[src/rtl/sstf_pkg.sv]
// ----------------------------------------------------------------------------
// SSTF scheduler package
// Field widths and the command and status types between controller and
// datapath.
// ----------------------------------------------------------------------------
`default_nettype none

package sstf_pkg;

  localparam int unsigned TrackW = 16;
  localparam int unsigned OrderW = 7;
  localparam int unsigned TotalW = 22;

  typedef struct packed {
    logic store;
    logic start_batch;
    logic scan_clear;
    logic scan_step;
    logic commit;
    logic end_batch;
  } cmd_t;

  typedef struct packed {
    logic scan_done;
    logic final_pick;
  } sts_t;

endpackage

`default_nettype wire

[src/rtl/sstf_req_if.sv]
// ----------------------------------------------------------------------------
// SSTF request channel
// Valid/ready channel that carries one track request per transaction.
// ----------------------------------------------------------------------------
`default_nettype none

interface sstf_req_if;
  import sstf_pkg::*;

  logic              valid;
  logic              ready;
  logic [TrackW-1:0] track;
  logic              last;

  modport source (output valid, output track, output last, input ready);
  modport sink (input valid, input track, input last, output ready);
endinterface

`default_nettype wire

[src/rtl/sstf_res_if.sv]
// ----------------------------------------------------------------------------
// SSTF result channel
// Valid/ready channel that carries one served request per transaction.
// ----------------------------------------------------------------------------
`default_nettype none

interface sstf_res_if;
  import sstf_pkg::*;

  logic              valid;
  logic              ready;
  logic [OrderW-1:0] order;
  logic [TrackW-1:0] served_track;
  logic [TrackW-1:0] seek;
  logic [TotalW-1:0] total_seek;
  logic              final_res;

  modport source (
    output valid, output order, output served_track, output seek,
    output total_seek, output final_res, input ready
  );
  modport sink (
    input valid, input order, input served_track, input seek,
    input total_seek, input final_res, output ready
  );
endinterface

`default_nettype wire

[src/rtl/sstf_ctrl.sv]
// ----------------------------------------------------------------------------
// SSTF scheduler controller
// State machine that collects a batch, runs one scan of the request memory
// per pick and hands each result to the output channel.
// ----------------------------------------------------------------------------
`default_nettype none

module sstf_ctrl (
  input  logic            clk_i,
  input  logic            rst_ni,
  input  logic            req_valid_i,
  input  logic            req_last_i,
  output logic            req_ready_o,
  output logic            res_valid_o,
  input  logic            res_ready_i,
  input  sstf_pkg::sts_t  sts_i,
  output sstf_pkg::cmd_t  cmd_o
);
  import sstf_pkg::*;

  localparam logic [2:0] StCollect = 3'd0;
  localparam logic [2:0] StScan    = 3'd1;
  localparam logic [2:0] StWait    = 3'd2;
  localparam logic [2:0] StCommit  = 3'd3;
  localparam logic [2:0] StOut     = 3'd4;

  logic [2:0] state_q, state_d;

  always_comb begin
    state_d     = state_q;
    cmd_o       = '0;
    req_ready_o = 1'b0;
    res_valid_o = 1'b0;
    unique case (state_q)
      StCollect: begin
        req_ready_o = 1'b1;
        if (req_valid_i) begin
          cmd_o.store = 1'b1;
          if (req_last_i) begin
            cmd_o.start_batch = 1'b1;
            cmd_o.scan_clear  = 1'b1;
            state_d           = StScan;
          end
        end
      end
      StScan: begin
        cmd_o.scan_step = 1'b1;
        if (sts_i.scan_done) begin
          state_d = StWait;
        end
      end
      StWait: begin
        state_d = StCommit;
      end
      StCommit: begin
        cmd_o.commit = 1'b1;
        state_d      = StOut;
      end
      StOut: begin
        res_valid_o = 1'b1;
        if (res_ready_i) begin
          if (sts_i.final_pick) begin
            cmd_o.end_batch = 1'b1;
            state_d         = StCollect;
          end else begin
            cmd_o.scan_clear = 1'b1;
            state_d          = StScan;
          end
        end
      end
      default: begin
        state_d = StCollect;
      end
    endcase
  end

  always_ff @(posedge clk_i or negedge rst_ni) begin
    if (!rst_ni) begin
      state_q <= StCollect;
    end else begin
      state_q <= state_d;
    end
  end

endmodule

`default_nettype wire

[src/rtl/sstf_dp.sv]
// ----------------------------------------------------------------------------
// SSTF scheduler datapath
// Request memory, served bits, nearest-track scan and the result register.
// ----------------------------------------------------------------------------
`default_nettype none

module sstf_dp #(
  parameter int unsigned MAX_QUEUE = 64
) (
  input  logic                          clk_i,
  input  logic                          rst_ni,
  input  logic                          cfg_we_i,
  input  logic [sstf_pkg::TrackW-1:0]   cfg_wdata_i,
  input  logic [sstf_pkg::TrackW-1:0]   req_track_i,
  input  sstf_pkg::cmd_t                cmd_i,
  output sstf_pkg::sts_t                sts_o,
  output logic [sstf_pkg::OrderW-1:0]   res_order_o,
  output logic [sstf_pkg::TrackW-1:0]   res_track_o,
  output logic [sstf_pkg::TrackW-1:0]   res_seek_o,
  output logic [sstf_pkg::TotalW-1:0]   res_total_o,
  output logic                          res_final_o
);
  import sstf_pkg::*;

  localparam int unsigned IdxW = (MAX_QUEUE > 1) ? $clog2(MAX_QUEUE) : 1;
  localparam int unsigned CntW = $clog2(MAX_QUEUE + 1);
  localparam logic [CntW-1:0] CntMax = CntW'(MAX_QUEUE);

  logic [TrackW-1:0]    mem_q [MAX_QUEUE];
  logic [TrackW-1:0]    rd_data_q;
  logic [IdxW-1:0]      rd_idx_q;
  logic                 rd_v_q;

  logic [CntW-1:0]      count_q;
  logic [CntW-1:0]      k_q;
  logic [MAX_QUEUE-1:0] served_q, served_d;
  logic [TrackW-1:0]    head_q;
  logic [TotalW-1:0]    sum_q;
  logic [TrackW-1:0]    start_head_q;
  logic [IdxW-1:0]      scan_addr_q;
  logic                 found_q;

  logic [TrackW-1:0]    best_d_q;
  logic [IdxW-1:0]      best_idx_q;
  logic [TrackW-1:0]    best_trk_q;

  logic                 full;
  logic [CntW-1:0]      cnt_m1;
  logic [CntW-1:0]      k_inc;
  logic [TrackW-1:0]    trk_dist;
  logic [TotalW-1:0]    sum_next;
  logic                 take;

  assign full     = (count_q == CntMax);
  assign cnt_m1   = count_q - CntW'(1);
  assign k_inc    = k_q + CntW'(1);
  assign trk_dist = (head_q >= rd_data_q) ? (head_q - rd_data_q) : (rd_data_q - head_q);
  assign sum_next = sum_q + TotalW'(best_d_q);
  assign take     = rd_v_q && !served_q[rd_idx_q] && (!found_q || (trk_dist < best_d_q));

  assign sts_o.scan_done  = (CntW'(scan_addr_q) == cnt_m1);
  assign sts_o.final_pick = res_final_o;

  always_comb begin
    served_d = served_q;
    if (cmd_i.start_batch) begin
      served_d = '0;
    end else if (cmd_i.commit) begin
      served_d[best_idx_q] = 1'b1;
    end
  end

  always_ff @(posedge clk_i) begin
    if (cmd_i.store && !full) begin
      mem_q[count_q[IdxW-1:0]] <= req_track_i;
    end
    if (cmd_i.scan_step) begin
      rd_data_q <= mem_q[scan_addr_q];
    end
  end

  always_ff @(posedge clk_i or negedge rst_ni) begin
    if (!rst_ni) begin
      count_q      <= '0;
      k_q          <= '0;
      served_q     <= '0;
      head_q       <= '0;
      sum_q        <= '0;
      start_head_q <= '0;
      scan_addr_q  <= '0;
      found_q      <= 1'b0;
      rd_v_q       <= 1'b0;
    end else begin
      served_q <= served_d;
      rd_v_q   <= cmd_i.scan_step;
      if (cfg_we_i) begin
        start_head_q <= cfg_wdata_i;
      end
      if (cmd_i.end_batch) begin
        count_q <= '0;
      end else if (cmd_i.store && !full) begin
        count_q <= count_q + CntW'(1);
      end
      if (cmd_i.scan_clear) begin
        scan_addr_q <= '0;
        found_q     <= 1'b0;
      end else begin
        if (cmd_i.scan_step) begin
          scan_addr_q <= scan_addr_q + IdxW'(1);
        end
        if (take) begin
          found_q <= 1'b1;
        end
      end
      if (cmd_i.start_batch) begin
        head_q <= start_head_q;
        sum_q  <= '0;
        k_q    <= '0;
      end else if (cmd_i.commit) begin
        head_q <= best_trk_q;
        sum_q  <= sum_next;
        k_q    <= k_inc;
      end
    end
  end

  always_ff @(posedge clk_i) begin
    rd_idx_q <= scan_addr_q;
    if (take) begin
      best_d_q   <= trk_dist;
      best_idx_q <= rd_idx_q;
      best_trk_q <= rd_data_q;
    end
    if (cmd_i.commit) begin
      res_order_o <= OrderW'(k_inc);
      res_track_o <= best_trk_q;
      res_seek_o  <= best_d_q;
      res_total_o <= sum_next;
      res_final_o <= (k_inc == count_q);
    end
  end

endmodule

`default_nettype wire

[src/rtl/sstf_disk_scheduler.sv]
// ----------------------------------------------------------------------------
// SSTF disk scheduler
// Collects a batch of track requests and serves them nearest track first,
// lowest memory index first on equal distance.
//
//   Channel   Direction  Handshake      Payload
//   req_i     in         valid/ready    track, last
//   res_o     out        valid/ready    order, served_track, seek, total_seek,
//                                       final_res
//   cfg       in         cfg_we_i       cfg_wdata_i (start head track)
//
// A request is taken whenever one is valid while the block collects a batch.
// Each result is made by one full scan of the request memory through its
// single read port, then the last compare, then an update of the head and
// the result register, and then the presentation of the result.
// From the last request until the final result is taken no request is
// accepted; a stalled result holds the block in place.
// Reset clears the control state at once; the request memory needs no clear.
// ----------------------------------------------------------------------------
`default_nettype none

module sstf_disk_scheduler #(
  parameter int unsigned MAX_QUEUE = 64
) (
  input  logic                         clk_i,
  input  logic                         rst_ni,
  input  logic                         cfg_we_i,
  input  logic [sstf_pkg::TrackW-1:0]  cfg_wdata_i,
  sstf_req_if.sink                     req_i,
  sstf_res_if.source                   res_o
);
  import sstf_pkg::*;

  cmd_t cmd;
  sts_t sts;

  sstf_ctrl u_ctrl (
    .clk_i       (clk_i),
    .rst_ni      (rst_ni),
    .req_valid_i (req_i.valid),
    .req_last_i  (req_i.last),
    .req_ready_o (req_i.ready),
    .res_valid_o (res_o.valid),
    .res_ready_i (res_o.ready),
    .sts_i       (sts),
    .cmd_o       (cmd)
  );

  sstf_dp #(
    .MAX_QUEUE (MAX_QUEUE)
  ) u_dp (
    .clk_i       (clk_i),
    .rst_ni      (rst_ni),
    .cfg_we_i    (cfg_we_i),
    .cfg_wdata_i (cfg_wdata_i),
    .req_track_i (req_i.track),
    .cmd_i       (cmd),
    .sts_o       (sts),
    .res_order_o (res_o.order),
    .res_track_o (res_o.served_track),
    .res_seek_o  (res_o.seek),
    .res_total_o (res_o.total_seek),
    .res_final_o (res_o.final_res)
  );

endmodule

`default_nettype wire

[src/flat_wrapper.sv]
// flat-port wrapper written by rule: the top's interface ports become plain ports
module sstf_disk_scheduler_flat import sstf_pkg::*;
#(
  parameter int unsigned MAX_QUEUE = 64
)
  (clk_i, rst_ni, cfg_we_i, cfg_wdata_i, req_i_valid, req_i_track, req_i_last, req_i_ready, res_o_valid, res_o_order, res_o_served_track, res_o_seek, res_o_total_seek, res_o_final_res, res_o_ready);
  sstf_req_if req_i_i ();
  sstf_res_if res_o_i ();
  input  logic clk_i;
  input  logic rst_ni;
  input  logic cfg_we_i;
  input  logic [sstf_pkg::TrackW-1:0] cfg_wdata_i;
  input wire logic [$bits(req_i_i.valid)-1:0] req_i_valid;
  input wire logic [$bits(req_i_i.track)-1:0] req_i_track;
  input wire logic [$bits(req_i_i.last)-1:0] req_i_last;
  output wire logic [$bits(req_i_i.ready)-1:0] req_i_ready;
  output wire logic [$bits(res_o_i.valid)-1:0] res_o_valid;
  output wire logic [$bits(res_o_i.order)-1:0] res_o_order;
  output wire logic [$bits(res_o_i.served_track)-1:0] res_o_served_track;
  output wire logic [$bits(res_o_i.seek)-1:0] res_o_seek;
  output wire logic [$bits(res_o_i.total_seek)-1:0] res_o_total_seek;
  output wire logic [$bits(res_o_i.final_res)-1:0] res_o_final_res;
  input wire logic [$bits(res_o_i.ready)-1:0] res_o_ready;
  assign req_i_i.valid = req_i_valid;
  assign req_i_i.track = req_i_track;
  assign req_i_i.last = req_i_last;
  assign req_i_ready = req_i_i.ready;
  assign res_o_valid = res_o_i.valid;
  assign res_o_order = res_o_i.order;
  assign res_o_served_track = res_o_i.served_track;
  assign res_o_seek = res_o_i.seek;
  assign res_o_total_seek = res_o_i.total_seek;
  assign res_o_final_res = res_o_i.final_res;
  assign res_o_i.ready = res_o_ready;
  sstf_disk_scheduler #(.MAX_QUEUE(MAX_QUEUE)) u_core (.clk_i(clk_i), .rst_ni(rst_ni), .cfg_we_i(cfg_we_i), .cfg_wdata_i(cfg_wdata_i), .req_i(req_i_i), .res_o(res_o_i));
endmodule
[config.mk]
export PLATFORM = sky130hd
export DESIGN_NAME = sstf_disk_scheduler_flat
export DESIGN_NICKNAME = d
export VERILOG_FILES = /design/src/rtl/sstf_pkg.sv /design/src/rtl/sstf_req_if.sv /design/src/rtl/sstf_res_if.sv /design/src/rtl/sstf_ctrl.sv /design/src/rtl/sstf_dp.sv /design/src/rtl/sstf_disk_scheduler.sv /design/src/flat_wrapper.sv
export SDC_FILE = /design/constraint.sdc
export NUM_CORES = 2
export LEC_CHECK = 0
export BUFFER_PORTS_ARGS = -buffer_cell sky130_fd_sc_hd__buf_4
export CAP_MARGIN = 20
export CELL_PAD_IN_SITES_DETAIL_PLACEMENT = 1
export CELL_PAD_IN_SITES_GLOBAL_PLACEMENT = 1
export CORE_MARGIN = 2
export CORE_UTILIZATION = 46
export CTS_CLUSTER_DIAMETER = 40
export DETAILED_ROUTE_END_ITERATION = 6
export PLACE_DENSITY = 0.69
export SLEW_MARGIN = 20
export SYNTH_ARGS = -nofsm -noshare
export SYNTH_HDL_FRONTEND = slang
export SYNTH_HIERARCHICAL = 1
export SYNTH_SLANG_ARGS = --single-unit
[constraint.sdc]
create_clock -name clk_i -period 4.95 [get_ports clk_i]
set_input_delay 0.7425 -clock clk_i [delete_from_list [all_inputs] [get_ports clk_i]]
set_output_delay 0.7425 -clock clk_i [all_outputs]
set_load 0.02 [all_outputs]
; Yosys cells after proc, flatten, opt, wreduce, memory -nomap -nowiden
; Memories as Yosys holds them, arrays and structs flattened. A register that Yosys moved wholly into a read port is not among the register bits.
; Index checks and enable logic that the tools add are counted.
; W data, S select, Z words.
[classes]
n_addsub = 7
mul = 0
div_mod_pow = 0
order_cmp = 5
eq_ne = 11
shifts = 0
mux = 40
n_bitwise = 1
n_reduce_logical = 14
[ops]
columns = cell, count
row1 = $mux W64, 2
row2 = $or A64 B64 Y64, 1
row3 = $mux W16, 3
row4 = $mux W22, 2
row5 = $sub A16 B16 Y16, 2
row6 = $mux W7, 4
row7 = $add A22 B16 Y22, 1
row8 = $ge A16 B16 Y1, 1
row9 = $lt A16 B16 Y1, 1
row10 = $mux W1, 16
row11 = $mux W3, 5
row12 = $pmux W3 S5, 1
row13 = $add A7 B1 Y7 const B, 2
row14 = $lt A6 B7 Y1 const B, 2
row15 = $mux W6, 2
row16 = $reduce_bool A2 Y1, 4
row17 = $eq A6 B7 Y1, 1
row18 = $eq A7 B7 Y1, 1
row19 = $eq A7 B7 Y1 const B, 1
row20 = $sub A7 B1 Y7 const B, 1
row21 = $add A6 B1 Y6 const B, 1
row22 = $bmux W1 S6, 1
row23 = $demux W1 S6, 1
row24 = $eq A3 B2 Y1 const B, 2
row25 = 12 further kinds, 20
[totals]
reg_bits = 249
latchBits = 0
mem_bits_rw = 1024
rom_bits = 0
input_bits = 38
output_inout_bits = 64
word_cells = 98
mem_count = 1
[mem_list]
columns = name, depth, width, read_ports, rd_ports_with_merged_regs, wr, line_no
row1 = u_core.u_dp.mem_q, 64, 16, 1, 1, 1, sstf_dp.sv:29  ; logic [TrackW-1:0] mem_q [MAX_QUEUE];

; Longest topological paths before layout
[logic_depth]
depth_word = 7
mapped_depth = 20

; By module
; Netlist, hierarchy kept.
[by_module_without_submodules]
columns = module, n_inst, cells_each, area_per_inst_um2
row1 = sstf_dp, 1, 2686, 52028.6
row2 = sstf_ctrl, 1, 24, 214.0

; Least setup slack after synthesis
; Ideal clock, no wire load.
[synth_timing]
kind = flip-flop to flip-flop
startpoint = register u_core.u_ctrl.state_q[2]
endpoint = register u_core.u_dp.sum_q[5]
setup_time_ns = 0.132
t_arrival_ns = 4.661
t_required_ns = 4.818
path_slack_ns = 0.157
stages_incl_launch_ff = 8
path_buffers = 3
synth_period_minus_slack_ns = 4.793
cell_sequence = dfrtp_1 -> nand2b_2 -> nor2_1 -> clkbuf_1 -> clkbuf_1 -> clkbuf_1 -> mux2i_1 -> nor2_1
[synth_rtl]
columns = item, line_no
row1 = start: declaration, sstf_ctrl.sv:27  ; logic [2:0] state_q, state_d;
row2 = start signal: assignment, sstf_ctrl.sv:79  ; state_q <= StCollect;
row3 = start signal: assignment, sstf_ctrl.sv:81  ; state_q <= state_d;
row4 = end signal: assignment, sstf_dp.sv:121  ; sum_q <= sum_next;
row5 = end: declaration, sstf_dp.sv:38  ; logic [TotalW-1:0] sum_q;

; Worst setup path in the final report
[layout_timing]
startpoint = register u_core.u_dp.rd_data_q[0], read port of u_core.u_dp.mem_q
endpoint = register u_core.u_dp.best_trk_q[14], enable pin
[layout_between]
elab_chain_len = 5
elab_cells_between_ends = 7
cone_classes = add/sub: 2 / order compare: 2 / mux: 1 / reduce/logical: 2
[layout_rtl]
columns = item, line_no
row1 = start: declaration, sstf_dp.sv:30  ; logic [TrackW-1:0] rd_data_q;
row2 = $sub A16 B16 Y16 / $ge A16 B16 Y1 (equally long branches), sstf_dp.sv:57  ; assign trk_dist = (head_q >= rd_data_q) ? (head_q - rd_data_q) : (rd_data_q - head_q);
row3 = $mux W16 (*), sstf_dp.sv:57
row4 = via u_core.u_dp.trk_dist[12], sstf_dp.sv:50  ; logic [TrackW-1:0] trk_dist;
row5 = $lt A16 B16 Y1 (*), sstf_dp.sv:59  ; assign take = rd_v_q && !served_q[rd_idx_q] && (!found_q || (trk_dist < best_d_q));
row6 = $logic_or A1 B1 Y1 (*), sstf_dp.sv:59
row7 = $logic_and A1 B1 Y1 (*), sstf_dp.sv:59
row8 = via u_core.u_dp.take, sstf_dp.sv:52  ; logic take;
row9 = end signal: assignment, sstf_dp.sv:132  ; best_trk_q <= rd_data_q;
row10 = end: declaration, sstf_dp.sv:45  ; logic [TrackW-1:0] best_trk_q;
; Mark *: on every way through the listed nets, which the timed path passes. The rest lies on a longest branch.
; A chain may end at the register's enable or synchronous reset.

==> flow_metrics.py <==
metrics = {
    "die": {
        "ios": 102,
        "rows": 123,
        "dieHeight_um": 341,
        "die-area_um2": 116000,
        "core_region_area_um2": 112000,
        "start_util_pct": 46.4,
        "fp.dieW_um": 341,
    },
    "timing": {
        "tightest_slew_ps": 995,
        "setup_slack_ps": 529,
        "tns_ps": 0,
        "hold_slack_ps": 60.7,
        "finalSetupViolations": 0,
        "clock.fmax_ghz": 0.226,
        "rsz0062_at_grt": "no",
        "relSlewSlack_pct": 33.1,
        "period_share_pct": 89.3,
        "slew_viol_final": 0,
        "finalHoldViolations": 0,
        "min_period_ps": 4420,
        "skew_ps": 33.6,
    },
    "synthesis": {
        "netlist_area_um2": 52200,
        "ys_types": 74,
        "synth_flop_cell": "edfxtp_1",
        "synth-edff-count": 1140,
        "syn_nets": 2818,
        "syn_inst": 2710,
        "async_reset_ff_share_pct": 11.1,
        "yosysSeqAreaShare_pct": 72.6,
        "yosys_warnings": 6,
        "avgSynthCellArea_um2": 19.3,
        "ys_seq_elements": 1289,
    },
    "pwr": {
        "leakage_nw": 20.8,
        "internal_power_w": 0.0256,
        "clock_power_share_pct": 31.7,
        "vdd_drop_max_v": 0.000485,
        "seq_power_share_pct": 37.1,
        "power_w": 0.0384,
        "powerDensity_nw_per_um2": 630,
        "switching_share_pct": 33.2,
        "power.switching_w": 0.0127,
        "p_comb_share_pct": 31.2,
    },
    "routing": {
        "drt-total-wl_um": 132000,
        "wire_per_inst_um": 28.7,
        "drcViolationCount": 0,
        "first_iter_violations": 2506,
        "vias": 26908,
        "ant_nets": 0,
        "viasPerCell": 5.87,
        "firstDrtPassIters": 5,
    },
    "cells_and_area": {
        "seqCellArea_um2": 37900,
        "n_fill_cell": 9959,
        "utilization_pct": 54.1,
        "final_layout_size_suffix_gt1_share_pct": 28.0,
        "n_antenna_cell": 0,
        "nets": 3044,
        "syn2layout_area_growth_pct": 16.5,
        "multi_input_area_um2": 13400,
    },
    "cts": {
        "cts.sinks": 1289,
        "cts_max_path_buffers": 3,
        "cts_buffers": 170,
        "cts_tree": "yes",
        "clk_latency_ps": 790,
        "cts-root-buf": "clkbuf_16",
        "htreeDepth": 4,
        "postCtsHoldBufs": 0,
        "path_clk_slew_ps": 50,
    },
    "setup_path": {
        "ff2ff_setup_slack_ps": 530,
        "end_kind": "flop",
        "reg2reg_depth": 18,
        "critPathLaunch": "u_core/u_dp/rd_data_q[0]$_DFFE_PP_",
        "critPathKind": "flop to flop",
        "timing.rr.start": "u_core/u_dp/rd_data_q[0]$_DFFE_PP_",
        "required_ps": 5400,
        "start_kind": "flop",
        "r2r-end": "u_core/u_dp/best_trk_q[14]$_DFFE_PP_",
        "critPathMaxFanout": 14,
        "arrival_ps": 4870,
    },
    "min_path": {
        "holdCritPathClass": "input pin to async pin",
    },
    "flow_run": {
        "drv_cap": 0,
    },
    "grt": {
        "grt_max_degree": 88,
        "grt_antenna_before_repair": 6,
        "track_usage_pct": 23.1,
        "grt_pass1_wl_um": 197000,
        "grt_pass1_vias": 29149,
        "gr-total-overflow": 0,
    },
    "place": {
        "dp.final_hpwl_um": 79700,
        "gp_congestion": 0.820,
        "place_ws_ps": 358,
        "portBuffers": 101,
    },
    "run_status": {
        "status": "complete, no violations",
    },
}
## power groups by stage
stage                     Clock, W  Sequential [W]  Combinational [W]
after floorplan                  0          0.0138            0.00826
after global placement           0          0.0144             0.0118
after detailed placement         0          0.0145             0.0120
after CTS                   0.0124          0.0143             0.0121
after global routing        0.0128          0.0144             0.0129
final                       0.0122          0.0142             0.0120
## cells in the final DEF, fill, tap and decap left out, drive strengths merged, types with 5 or more instances in the layout
cell,count
a311oi,6
o21ai,47
clkinv,62
a31oi,16
mux4,348
mux2i,41
clkinvlp,16
a21oi,102
nor2b,13
or3,11
dfrtp,143
inv,99
xnor2,38
xor2,33
ha,67
dfxtp,6
clkbuf,193
nand2,58
edfxtp,1140
buf,199
nand3,32
nand3b,8
a211oi,5
nor2,211
a21o,27
mux2,19
and3,10
nor3b,5
nor3,20
a211o,5
nand4,19
nand2b,9
bufinv,14
## logic make-up (layout without fill, tap and decap cells)
family / count (synthesis) / after routing / synth area share (%)
xor+xnor: 71 / 71 / 1.19
mux: 408 / 408 / 16.2
buf+inv: 210 / 583 / 1.74
fa+ha+maj: 70 / 70 / 1.72
flops: 1289 / 1289 / 72.6
compound gates: 244 / 244 / 2.84
simple gates: 418 / 418 / 3.71
## registers in the layout, indices dropped and copies added, names as in the netlist, 16 cells and up
signal                    flops
u_core/u_dp/best_d_q         16
u_core/u_dp/res_seek_o       16
u_core/u_dp/mem_q          1024
u_core/u_dp/start_head_q     16
u_core/u_dp/sum_q            22
u_core/u_dp/served_q         64
u_core/u_dp/best_trk_q       16
u_core/u_dp/res_track_o      16
u_core/u_dp/head_q           16
u_core/u_dp/res_total_o      22
u_core/u_dp/rd_data_q        16
## final cells by class
| cell class | instances | area share (%) |
|---|---|---|
| repair buffers | 199 | 2.73 |
| flip-flops and latches | 1289 | 62.4 |
| inverters | 65 | 0.401 |
| clock buffers | 193 | 7.27 |
| multi-input cells | 1211 | 22.1 |
| clock inverters | 126 | 2.06 |
| well taps | 1500 | 3.08 |
## worst max-delay path by stage
stage,end,cells after the start
after global routing,u_core/u_dp/best_trk_q[14]$_DFFE_PP_,18
after detailed placement,u_core/u_dp/best_trk_q[12]$_DFFE_PP_,17
after global placement,u_core/u_dp/best_trk_q[9]$_DFFE_PP_,18
after floorplan,u_core/u_dp/sum_q[5]$_DFFE_PN0P_,7
after CTS,u_core/u_dp/best_trk_q[15]$_DFFE_PP_,17
final,u_core/u_dp/best_trk_q[14]$_DFFE_PP_,18
## worst max-delay path, cell delays in order (launching register included)
cell       delay [ps]
edfxtp_1          400
inv_1              80
ha_1              180
inv_1              60
fa_1              410
a21oi_1           240
o2111ai_1         300
nor3_1            300
o31ai_1           130
a311oi_1          290
a21oi_1            90
xor2_1            170
ha_1              320
a21o_1            160
a211oi_1          240
nor2_1             70
o21ai_0           150
o311a_2           240
buf_4             260
## timing repair
action                                  in CTS  in global routing
endpoints found under the setup margin       0                 38
hold endpoints to repair                     0                  0
setup buffers                                0                  0
gates resized for setup                      0                  3
## per-stage QoR
| stage | std cells | instance area, um2 |
|---|---|---|
| after global routing | 4583 | 60900 |
| after CTS | 4583 | 60800 |
| after floorplan | 2710 | 52200 |
| after detailed placement | 4264 | 55200 |
| after global placement | 4264 | 55200 |
| final | 4583 | 60900 |
## layer usage
metal  wire length [um]  track usage [%]
met3               7280             4.22
met5                 44                0
met1              55000             31.3
met2              66200             38.5
met4               3020             6.92
## Yosys cell counts, drive strengths merged, types with 20 or more instances
cell type / n / area share (%)
xnor2: 38 / 0.64
a21o: 27 / 0.39
edfxtp: 1140 / 66
mux2i: 41 / 0.79
buf: 55 / 0.62
inv: 65 / 0.47
nand2: 58 / 0.42
clkbuf: 90 / 0.65
dfrtp: 143 / 6.8
a21oi: 102 / 0.98
o21ai: 47 / 0.45
nor3: 20 / 0.20
nand3: 32 / 0.31
xor2: 33 / 0.55
ha: 67 / 1.6
mux4: 348 / 15
nor2: 211 / 1.5
Note: power is estimated with default switching activity, not from simulation.
